[src/design/arqg_pkg.sv]
// Package: shared types, widths and codes for the audio recording quality gate.
`timescale 1ns / 1ps

package arqg_pkg;

    localparam int SAMPLE_W   = 16;
    localparam int LEVEL_W    = 16;
    localparam int PCT_W      = 7;
    localparam int CFG_IDX_W  = 3;
    localparam int CFG_DATA_W = 16;
    localparam int QUAL_W     = 2;
    localparam int OUT_CNT_W  = 21;
    localparam int OUT_BLK_W  = 13;
    localparam int OUT_SQ_W   = 51;
    localparam int MUL_B_W    = 17;
    localparam int SPLIT_W    = 17;
    localparam int SQ_TERM_W  = 31;
    localparam int RMS2_W     = 32;

    localparam logic [OUT_BLK_W-1:0] BLK_CNT_MAX = 13'd4096;
    localparam logic [MUL_B_W-1:0]   PCT_SCALE   = 17'd100;

    localparam logic [LEVEL_W-1:0] CLIP_LEVEL_RST       = 16'd32000;
    localparam logic [LEVEL_W-1:0] ACTIVE_THRESHOLD_RST = 16'd80;
    localparam logic [LEVEL_W-1:0] MIN_RMS_RST          = 16'd150;
    localparam logic [PCT_W-1:0]   MIN_ACTIVE_PCT_RST   = 7'd5;
    localparam logic [PCT_W-1:0]   MAX_CLIPPED_PCT_RST  = 7'd1;

    localparam logic [CFG_IDX_W-1:0] REG_CLIP_LEVEL       = 3'd0;
    localparam logic [CFG_IDX_W-1:0] REG_ACTIVE_THRESHOLD = 3'd1;
    localparam logic [CFG_IDX_W-1:0] REG_MIN_RMS          = 3'd2;
    localparam logic [CFG_IDX_W-1:0] REG_MIN_ACTIVE_PCT   = 3'd3;
    localparam logic [CFG_IDX_W-1:0] REG_MAX_CLIPPED_PCT  = 3'd4;

    localparam logic [QUAL_W-1:0] QUALITY_OK       = 2'd0;
    localparam logic [QUAL_W-1:0] QUALITY_WEAK     = 2'd1;
    localparam logic [QUAL_W-1:0] QUALITY_LOUD     = 2'd2;
    localparam logic [QUAL_W-1:0] QUALITY_INACTIVE = 2'd3;

    typedef struct packed {
        logic [LEVEL_W-1:0] clip_level;
        logic [LEVEL_W-1:0] active_threshold;
        logic [LEVEL_W-1:0] min_rms;
        logic [PCT_W-1:0]   min_active_pct;
        logic [PCT_W-1:0]   max_clipped_pct;
    } cfg_t;

    typedef enum logic [3:0] {
        S_IDLE,
        S_SQ,
        S_ACC,
        S_BLK,
        S_BCHK,
        S_F_ACT,
        S_F_ACT2,
        S_F_CLIP,
        S_F_CLIP2,
        S_F_RMS,
        S_F_RMS2,
        S_F_HI,
        S_F_SUM,
        S_F_OUT
    } state_t;

endpackage

[src/design/arqg_cfg.sv]
// Configuration register file with write handshake.
`timescale 1ns / 1ps

module arqg_cfg (
    input  logic                           clk,
    input  logic                           rst_n,
    input  logic                           cfg_valid,
    output logic                           cfg_ready,
    input  logic [arqg_pkg::CFG_IDX_W-1:0]  cfg_index,
    input  logic [arqg_pkg::CFG_DATA_W-1:0] cfg_data,
    output arqg_pkg::cfg_t                 cfg
);
    import arqg_pkg::*;

    cfg_t cfg_reg;

    assign cfg_ready = 1'b1;
    assign cfg       = cfg_reg;

    always_ff @(posedge clk or negedge rst_n)
    begin
        if (!rst_n)
        begin
            cfg_reg.clip_level       <= CLIP_LEVEL_RST;
            cfg_reg.active_threshold <= ACTIVE_THRESHOLD_RST;
            cfg_reg.min_rms          <= MIN_RMS_RST;
            cfg_reg.min_active_pct   <= MIN_ACTIVE_PCT_RST;
            cfg_reg.max_clipped_pct  <= MAX_CLIPPED_PCT_RST;
        end
        else if (cfg_valid)
        begin
            case (cfg_index)
                REG_CLIP_LEVEL:       cfg_reg.clip_level       <= cfg_data;
                REG_ACTIVE_THRESHOLD: cfg_reg.active_threshold <= cfg_data;
                REG_MIN_RMS:          cfg_reg.min_rms          <= cfg_data;
                REG_MIN_ACTIVE_PCT:   cfg_reg.min_active_pct   <= cfg_data[PCT_W-1:0];
                REG_MAX_CLIPPED_PCT:  cfg_reg.max_clipped_pct  <= cfg_data[PCT_W-1:0];
                default:              cfg_reg                  <= cfg_reg;
            endcase
        end
    end

endmodule

[src/design/arqg_mul.sv]
// Shared unsigned multiplier with registered product.
`timescale 1ns / 1ps

module arqg_mul #(
    parameter int A_W = 32,
    parameter int B_W = 17
) (
    input  logic               clk,
    input  logic [A_W-1:0]     a,
    input  logic [B_W-1:0]     b,
    output logic [A_W+B_W-1:0] p
);
    logic [A_W+B_W-1:0] p_reg;

    assign p = p_reg;

    always_ff @(posedge clk)
    begin
        p_reg <= (A_W+B_W)'(a) * (A_W+B_W)'(b);
    end

endmodule

[src/design/audio_recording_quality_gate.sv]
// Top level: sample sequencer, recording accumulators and result register.
// Each sample passes S_SQ and S_ACC, then S_BLK and S_BCHK when it closes a block;
// after a last sample, S_F_ACT to S_F_OUT form the result, held while it stalls.
// A new sample is accepted only in S_IDLE, once the previous one is finished.
// Reset (rst_n, asynchronous, active low) clears the sequencer, accumulators and
// result valid, and loads the configuration registers with their defaults.
`timescale 1ns / 1ps

module audio_recording_quality_gate #(
    parameter int BLOCK_SIZE  = 256,
    parameter int COUNT_WIDTH = 20
) (
    input  logic                                  clk,
    input  logic                                  rst_n,
    input  logic                                  cfg_valid,
    output logic                                  cfg_ready,
    input  logic [arqg_pkg::CFG_IDX_W-1:0]         cfg_index,
    input  logic [arqg_pkg::CFG_DATA_W-1:0]        cfg_data,
    input  logic                                  sample_valid,
    output logic                                  sample_ready,
    input  logic signed [arqg_pkg::SAMPLE_W-1:0]   sample,
    input  logic                                  last,
    output logic                                  result_valid,
    input  logic                                  result_ready,
    output logic [arqg_pkg::QUAL_W-1:0]            quality,
    output logic [arqg_pkg::LEVEL_W-1:0]           peak,
    output logic [arqg_pkg::OUT_CNT_W-1:0]         clipped_count,
    output logic [arqg_pkg::OUT_BLK_W-1:0]         active_count,
    output logic [arqg_pkg::OUT_BLK_W-1:0]         block_count,
    output logic [arqg_pkg::OUT_SQ_W-1:0]          sum_squares,
    output logic [arqg_pkg::OUT_CNT_W-1:0]         sample_count
);
    import arqg_pkg::*;

    localparam int CNT_W  = COUNT_WIDTH + 1;
    localparam int SQ_W   = COUNT_WIDTH + 31;
    localparam int POS_W  = $clog2(BLOCK_SIZE + 1);
    localparam int BA_W   = SAMPLE_W + $clog2(BLOCK_SIZE);
    localparam int MA_W   = (CNT_W > RMS2_W) ? CNT_W : RMS2_W;
    localparam int P_W    = MA_W + MUL_B_W;
    localparam int FULL_W = P_W + SPLIT_W;
    localparam int SX_W   = 2 * SPLIT_W;
    localparam int XC_W   = (CNT_W > OUT_CNT_W) ? CNT_W : OUT_CNT_W;
    localparam int XS_W   = (SQ_W > OUT_SQ_W) ? SQ_W : OUT_SQ_W;

    localparam logic [SQ_W-1:0]  SQ_MAX     = SQ_W'(1) << (COUNT_WIDTH + 30);
    localparam logic [CNT_W-1:0] SAMPLE_MAX = CNT_W'(1) << COUNT_WIDTH;
    localparam logic [POS_W-1:0] BLOCK_LEN  = POS_W'(BLOCK_SIZE);

    cfg_t cfg;

    logic [MA_W-1:0]    mul_a;
    logic [MUL_B_W-1:0] mul_b;
    logic [P_W-1:0]     mul_p;

    state_t              state_reg, state_next;
    logic [SQ_W-1:0]     sq_acc_reg, sq_acc_next;
    logic [LEVEL_W-1:0]  peak_reg, peak_next;
    logic [CNT_W-1:0]    clip_reg, clip_next;
    logic [CNT_W-1:0]    samples_reg, samples_next;
    logic [BA_W-1:0]     babs_reg, babs_next;
    logic [POS_W-1:0]    pos_reg, pos_next;
    logic [OUT_BLK_W-1:0] active_reg, active_next;
    logic [OUT_BLK_W-1:0] blocks_reg, blocks_next;
    logic                result_valid_reg, result_valid_next;

    logic [LEVEL_W-1:0]  mag_reg, mag_next;
    logic                last_reg, last_next;
    logic [POS_W-1:0]    close_len_reg, close_len_next;
    logic [P_W-1:0]      p1_reg, p1_next;
    logic                inactive_reg, inactive_next;
    logic                loud_reg, loud_next;
    logic [RMS2_W-1:0]   rms2_reg, rms2_next;
    logic [FULL_W-1:0]   full_reg, full_next;

    logic [QUAL_W-1:0]    quality_reg, quality_next;
    logic [LEVEL_W-1:0]   peak_out_reg, peak_out_next;
    logic [OUT_CNT_W-1:0] clip_out_reg, clip_out_next;
    logic [OUT_BLK_W-1:0] active_out_reg, active_out_next;
    logic [OUT_BLK_W-1:0] blocks_out_reg, blocks_out_next;
    logic [OUT_SQ_W-1:0]  sq_out_reg, sq_out_next;
    logic [OUT_CNT_W-1:0] samples_out_reg, samples_out_next;

    logic [SAMPLE_W-1:0] raw;
    logic [SQ_W-1:0]     sq_sum;
    logic [POS_W-1:0]    pos_inc;
    logic [SX_W-1:0]     samp_x;
    logic [XC_W-1:0]     clip_x;
    logic [XC_W-1:0]     samples_x;
    logic [XS_W-1:0]     sq_x;
    logic                rms_low;

    arqg_cfg u_cfg (
        .clk       (clk),
        .rst_n     (rst_n),
        .cfg_valid (cfg_valid),
        .cfg_ready (cfg_ready),
        .cfg_index (cfg_index),
        .cfg_data  (cfg_data),
        .cfg       (cfg)
    );

    arqg_mul #(
        .A_W (MA_W),
        .B_W (MUL_B_W)
    ) u_mul (
        .clk (clk),
        .a   (mul_a),
        .b   (mul_b),
        .p   (mul_p)
    );

    assign raw       = sample;
    assign sq_sum    = sq_acc_reg + SQ_W'(mul_p[SQ_TERM_W-1:0]);
    assign pos_inc   = pos_reg + POS_W'(1);
    assign samp_x    = SX_W'(samples_reg);
    assign clip_x    = XC_W'(clip_reg);
    assign samples_x = XC_W'(samples_reg);
    assign sq_x      = XS_W'(sq_acc_reg);
    assign rms_low   = FULL_W'(sq_acc_reg) < full_reg;

    assign sample_ready  = (state_reg == S_IDLE);
    assign result_valid  = result_valid_reg;
    assign quality       = quality_reg;
    assign peak          = peak_out_reg;
    assign clipped_count = clip_out_reg;
    assign active_count  = active_out_reg;
    assign block_count   = blocks_out_reg;
    assign sum_squares   = sq_out_reg;
    assign sample_count  = samples_out_reg;

    always_comb
    begin
        state_next        = state_reg;
        sq_acc_next       = sq_acc_reg;
        peak_next         = peak_reg;
        clip_next         = clip_reg;
        samples_next      = samples_reg;
        babs_next         = babs_reg;
        pos_next          = pos_reg;
        active_next       = active_reg;
        blocks_next       = blocks_reg;
        result_valid_next = result_valid_reg && !result_ready;
        mag_next          = mag_reg;
        last_next         = last_reg;
        close_len_next    = close_len_reg;
        p1_next           = p1_reg;
        inactive_next     = inactive_reg;
        loud_next         = loud_reg;
        rms2_next         = rms2_reg;
        full_next         = full_reg;
        quality_next      = quality_reg;
        peak_out_next     = peak_out_reg;
        clip_out_next     = clip_out_reg;
        active_out_next   = active_out_reg;
        blocks_out_next   = blocks_out_reg;
        sq_out_next       = sq_out_reg;
        samples_out_next  = samples_out_reg;
        mul_a             = '0;
        mul_b             = '0;

        case (state_reg)
            S_IDLE:
            begin
                if (sample_valid)
                begin
                    mag_next   = raw[SAMPLE_W-1] ? (~raw + SAMPLE_W'(1)) : raw;
                    last_next  = last;
                    state_next = S_SQ;
                end
            end
            S_SQ:
            begin
                mul_a      = MA_W'(mag_reg);
                mul_b      = MUL_B_W'(mag_reg);
                state_next = S_ACC;
            end
            S_ACC:
            begin
                sq_acc_next = (sq_sum >= SQ_MAX) ? SQ_MAX : sq_sum;
                if (mag_reg > peak_reg)
                begin
                    peak_next = mag_reg;
                end
                if (mag_reg > cfg.clip_level && clip_reg < SAMPLE_MAX)
                begin
                    clip_next = clip_reg + CNT_W'(1);
                end
                if (samples_reg < SAMPLE_MAX)
                begin
                    samples_next = samples_reg + CNT_W'(1);
                end
                babs_next = babs_reg + BA_W'(mag_reg);
                if (pos_inc == BLOCK_LEN || last_reg)
                begin
                    close_len_next = pos_inc;
                    pos_next       = '0;
                    state_next     = S_BLK;
                end
                else
                begin
                    pos_next   = pos_inc;
                    state_next = S_IDLE;
                end
            end
            S_BLK:
            begin
                mul_a      = MA_W'(close_len_reg);
                mul_b      = MUL_B_W'(cfg.active_threshold) + MUL_B_W'(1);
                state_next = S_BCHK;
            end
            S_BCHK:
            begin
                if (blocks_reg < BLK_CNT_MAX)
                begin
                    blocks_next = blocks_reg + OUT_BLK_W'(1);
                    if (P_W'(babs_reg) >= mul_p)
                    begin
                        active_next = active_reg + OUT_BLK_W'(1);
                    end
                end
                babs_next  = '0;
                state_next = last_reg ? S_F_ACT : S_IDLE;
            end
            S_F_ACT:
            begin
                mul_a      = MA_W'(active_reg);
                mul_b      = PCT_SCALE;
                state_next = S_F_ACT2;
            end
            S_F_ACT2:
            begin
                p1_next    = mul_p;
                mul_a      = MA_W'(blocks_reg);
                mul_b      = MUL_B_W'(cfg.min_active_pct);
                state_next = S_F_CLIP;
            end
            S_F_CLIP:
            begin
                inactive_next = p1_reg < mul_p;
                mul_a         = MA_W'(clip_reg);
                mul_b         = PCT_SCALE;
                state_next    = S_F_CLIP2;
            end
            S_F_CLIP2:
            begin
                p1_next    = mul_p;
                mul_a      = MA_W'(samples_reg);
                mul_b      = MUL_B_W'(cfg.max_clipped_pct);
                state_next = S_F_RMS;
            end
            S_F_RMS:
            begin
                loud_next  = p1_reg > mul_p;
                mul_a      = MA_W'(cfg.min_rms);
                mul_b      = MUL_B_W'(cfg.min_rms);
                state_next = S_F_RMS2;
            end
            S_F_RMS2:
            begin
                rms2_next  = mul_p[RMS2_W-1:0];
                mul_a      = MA_W'(mul_p[RMS2_W-1:0]);
                mul_b      = samp_x[SPLIT_W-1:0];
                state_next = S_F_HI;
            end
            S_F_HI:
            begin
                p1_next    = mul_p;
                mul_a      = MA_W'(rms2_reg);
                mul_b      = samp_x[SX_W-1:SPLIT_W];
                state_next = S_F_SUM;
            end
            S_F_SUM:
            begin
                full_next  = FULL_W'(p1_reg) + (FULL_W'(mul_p) << SPLIT_W);
                state_next = S_F_OUT;
            end
            S_F_OUT:
            begin
                if (!result_valid_reg || result_ready)
                begin
                    if (inactive_reg)
                    begin
                        quality_next = QUALITY_INACTIVE;
                    end
                    else if (loud_reg)
                    begin
                        quality_next = QUALITY_LOUD;
                    end
                    else if (rms_low)
                    begin
                        quality_next = QUALITY_WEAK;
                    end
                    else
                    begin
                        quality_next = QUALITY_OK;
                    end
                    peak_out_next     = peak_reg;
                    clip_out_next     = clip_x[OUT_CNT_W-1:0];
                    active_out_next   = active_reg;
                    blocks_out_next   = blocks_reg;
                    sq_out_next       = sq_x[OUT_SQ_W-1:0];
                    samples_out_next  = samples_x[OUT_CNT_W-1:0];
                    result_valid_next = 1'b1;
                    sq_acc_next       = '0;
                    peak_next         = '0;
                    clip_next         = '0;
                    samples_next      = '0;
                    babs_next         = '0;
                    pos_next          = '0;
                    active_next       = '0;
                    blocks_next       = '0;
                    state_next        = S_IDLE;
                end
            end
            default:
            begin
                state_next = S_IDLE;
            end
        endcase
    end

    always_ff @(posedge clk or negedge rst_n)
    begin
        if (!rst_n)
        begin
            state_reg        <= S_IDLE;
            sq_acc_reg       <= '0;
            peak_reg         <= '0;
            clip_reg         <= '0;
            samples_reg      <= '0;
            babs_reg         <= '0;
            pos_reg          <= '0;
            active_reg       <= '0;
            blocks_reg       <= '0;
            result_valid_reg <= 1'b0;
        end
        else
        begin
            state_reg        <= state_next;
            sq_acc_reg       <= sq_acc_next;
            peak_reg         <= peak_next;
            clip_reg         <= clip_next;
            samples_reg      <= samples_next;
            babs_reg         <= babs_next;
            pos_reg          <= pos_next;
            active_reg       <= active_next;
            blocks_reg       <= blocks_next;
            result_valid_reg <= result_valid_next;
        end
    end

    always_ff @(posedge clk)
    begin
        mag_reg         <= mag_next;
        last_reg        <= last_next;
        close_len_reg   <= close_len_next;
        p1_reg          <= p1_next;
        inactive_reg    <= inactive_next;
        loud_reg        <= loud_next;
        rms2_reg        <= rms2_next;
        full_reg        <= full_next;
        quality_reg     <= quality_next;
        peak_out_reg    <= peak_out_next;
        clip_out_reg    <= clip_out_next;
        active_out_reg  <= active_out_next;
        blocks_out_reg  <= blocks_out_next;
        sq_out_reg      <= sq_out_next;
        samples_out_reg <= samples_out_next;
    end

endmodule

[config.mk]
export PLATFORM = sky130hd
export DESIGN_NAME = audio_recording_quality_gate
export DESIGN_NICKNAME = d
export VERILOG_FILES = /design/src/design/arqg_pkg.sv /design/src/design/arqg_cfg.sv /design/src/design/arqg_mul.sv /design/src/design/audio_recording_quality_gate.sv
export SDC_FILE = /design/constraint.sdc
export NUM_CORES = 2
export LEC_CHECK = 0
export ABC_AREA = 1
export BUFFER_PORTS_ARGS = -buffer_cell sky130_fd_sc_hd__buf_2
export CAP_MARGIN = 25
export CORE_ASPECT_RATIO = 0.75
export CORE_MARGIN = 5
export CORE_UTILIZATION = 36
export DETAILED_ROUTE_END_ITERATION = 8
export HOLD_SLACK_MARGIN = 0.12
export PLACE_DENSITY_LB_ADDON = 0.12
export SYNTH_ARGS = -nofsm -noshare
export SYNTH_HDL_FRONTEND = slang
export SYNTH_SLANG_ARGS = --single-unit
[constraint.sdc]
create_clock -name clk -period 7.6 [get_ports clk]
set_input_delay 0.38 -clock clk [delete_from_list [all_inputs] [get_ports clk]]
set_output_delay 0.38 -clock clk [all_outputs]
set_load 0.005 [all_outputs]
==> results by group <==
Yosys
  – Cell taking the most area after synthesis: edfxtp_1
  – Gate Count Post-Synth: 6539
  – Seq/Total Area, Yosys: 30.72%
  – Synthesized flop and latch total: 596
  – Number of unique standard cell types used by synthesis: 71
  – Area of the mapped netlist: 0.05290 mm2
  – Syn avg cell area: 8.090 um2
  – Number of synthesis warnings: 0
  – Post-Syn Nets: 7396
  – Synth top area cells: edfxtp_1, fa_1, nand2_1, dfrtp_1, inv_1
  – EDFF count, synth: 312
  – Primary FF master, synth: edfxtp_1
  – Synth async-reset ratio: 39.43%
  – Synth top area share: 17.71%

Power and ir drop
  – IR drop worst, VDD: 0.0001707 V
  – Pwr Density: 291.5 mW/mm2
  – Lkg Pwr: 0.02957 uW
  – Total chip power: 17760 uW

Worst setup path
  – Slowest stage cell, crit path: fa_1
  – CP arrival: 7940 ps
  – Crit end category: flop
  – CP required: 8190 ps
  – Buffers & Inverters on Critical Path: 11
  – Worst setup SP type: flop
  – Crit Path Class: flop to flop
  – Crit path max-delay family: adder cells
  – CP Max Fanout: 14
  – Max stage delay on crit path: 550 ps

Worst hold path
  – Worst min path class: input pin to flop

Route
  – M1 WL: 97750 um
  – DRT antenna net count: 0
  – Uppermost layer routed: met4
  – First drt pass iteration count: 6
  – Drt initial violations: 4045
  – Routed wire length per instance: 22.03 um
  – DRT Wirelength: 198000 um
  – Detail Route met3 WL: 15800 um
  – Metal2 WL: 79400 um
  – DR vias/cell: 5.025
  – Vias: 45150
  – DR DRC count: 0

Clock tree
  – Clock latency on the worst-skew pair: 670 ps
  – Clk sinks: 596
  – CTS tree: done
  – Num CTS Buffers: 70
  – CTS max path bufs: 3
  – Reg clk slew, reported paths: 60 ps
  – H-tree Lvls: 3
  – Root Buffer: clkbuf_16

STA
  – Slew margin rel.: 30.17%
  – Worst clock skew: 26.19 ps
  – Post-layout min period: 7350 ps
  – Period utilization: 96.71%
  – Worst-Margin Slew: 1036 ps
  – Hold Fails Final Rpt: 0
  – Max Transition Viols Final: 0
  – FMAX: 0.1361 GHz
  – # setup viols final: 0
  – RSZ-0062 raised after global routing: yes

Global route
  – Total GRT Usage: 25.44%
  – Initial antenna violation count: 10
  – Vias in the first global route: 44200
  – GR Overflow Total: 0
  – First-pass GRT wire length: 294700 um
  – Largest net degree at the start of global routing: 122

Cells and area
  – Non-filler cells in the finished layout: 8984
  – Number of flip-flops under the largest register name: 66
  – Synth-to-Final Area Change: 15.15%
  – Layout cells sized above 1: 10.95%
  – Commonest cells after routing, fill and taps aside: nand2_1, inv_1, nor2_1, fa_1, ha_1
  – Layout Nets: 7812
  – Commonest non-fill, non-tap cell in the layout: nand2_1

Floorplanning
  – Area of the die: 0.1548 mm2
  – Total core area: 0.1456 mm2
  – Placement Rows: 121
  – Top Ports: 181
  – Die Width: 452.6 um
  – Die height: 342.0 um
  – Initial core utilization: 36.32%

Outcome
  – Status: finished, final reports clean

Place
  – RePlAce Congestion: 0.9815
  – HPWL Detailed: 161200 um
  – DP Cell Count: 8796
  – PortBufs: 179

Run
  – Max-Cap Viols: 0
where the power goes:
part / switching, uW / internal (uW) / total, uW
Combinational: 6160 / 3080 / 9240
Clock: 1530 / 2070 / 3600
Sequential: 731 / 4190 / 4920
kinds of logic after synthesis:
kind of cell | count (synthesis) | synth area share [%]
AO/OA/AOI/OAI | 678 | 7.311
XOR/XNOR | 155 | 2.566
adder cells (fa/ha/maj) | 816 | 25.72
buffers and inverters | 1453 | 10.91
flip-flops | 596 | 30.72
other | 1 | 0.007089
AND/OR/NAND/NOR | 2840 | 22.78
cell usage after synthesis, types with 66 or more instances:
| master | n |
|---|---|
| nor2_1 | 586 |
| xor2_1 | 114 |
| o21ai_0 | 253 |
| nand4_1 | 66 |
| inv_1 | 1252 |
| nor3_1 | 81 |
| a21oi_1 | 259 |
| nand2_1 | 1690 |
| ha_1 | 364 |
| nand3_1 | 262 |
| dfrtp_1 | 220 |
| edfxtp_1 | 312 |
| fa_1 | 452 |
area by class of cell:
cell class,count,area (um2)
multi-input cells,4490,31080
inverters,1305,4956
flip-flops and latches,596,16250
clock inverters,34,431.7
well taps,1968,2462
clock buffers,96,1992
fillers,14910,84730
repair buffers,492,3727
diodes,3,7.507
repair_timing:
| item | in CTS | in global routing |
|---|---|---|
| hold buffers | 35 | 0 |
| setup endpoints to repair | 19 | 35 |
| gates resized for setup | 8 | 76 |
| pin swaps | 1 | 7 |
| hold endpoints to repair | 139 | 0 |
| cloned | 0 | 2 |
| setup buffers | 1 | 16 |
stage by stage:
step                      setup TNS, ps  util (%)  instance area (um2)  hold slack [ps]  worst slack [ps]
after floorplan                       0         -                52900            84.41              1014
after global placement           -862.6     39.53                57570            372.2            -178.3
after CTS                             0     41.51                60460            122.8             54.51
final                                 0     41.82                60910            167.6             249.9
after global routing             -58.96     41.82                60910            178.8            -29.60
after detailed placement          -1474     39.58                57640            377.4            -341.4
per-layer routing:
| layer | GRT usage, % | up-vias |
|---|---|---|
| li1 | - | 21310 |
| met3 | 4.125 | 205 |
| met5 | 0 | - |
| met4 | 5.900 | 0 |
| met1 | 40.22 | 22120 |
| met2 | 35.91 | 1516 |
worst register-to-register path, delay by kind of cell (launching register included):
family,cells,cell delay [ps]
fa+ha+maj,7,3450
flops,1,430
buf+inv,11,1220
xor+xnor,1,150
compound gates,2,490
simple gates,10,1530
path summary, 6_finish.rpt:
| path | start | to | slack [ps] | cells past startpoint |
|---|---|---|---|---|
| hold reg to reg | p1_reg[0]$_DFFE_PP_ | full_reg[0]$_DFFE_PP_ | 440 | 0 |
| hold / removal | sample[9] | mag_reg[9]$_DFFE_PP_ | 170 | 3 |
| setup / recovery | state_reg[1]$_DFFE_PN0P_ | u_mul.p[48]$_DFF_P_ | 250 | 31 |
| setup reg to reg | state_reg[1]$_DFFE_PN0P_ | u_mul.p[48]$_DFF_P_ | 250 | 31 |
| min in group asynchronous | rst_n | u_cfg.cfg[55]$_DFFE_PN0P_ | 300 | 2 |
| max in group asynchronous | rst_n | sq_acc_reg[35]$_DFFE_PN0P_ | 6060 | 3 |
No activity file was read; power rests on OpenSTA's default activity.
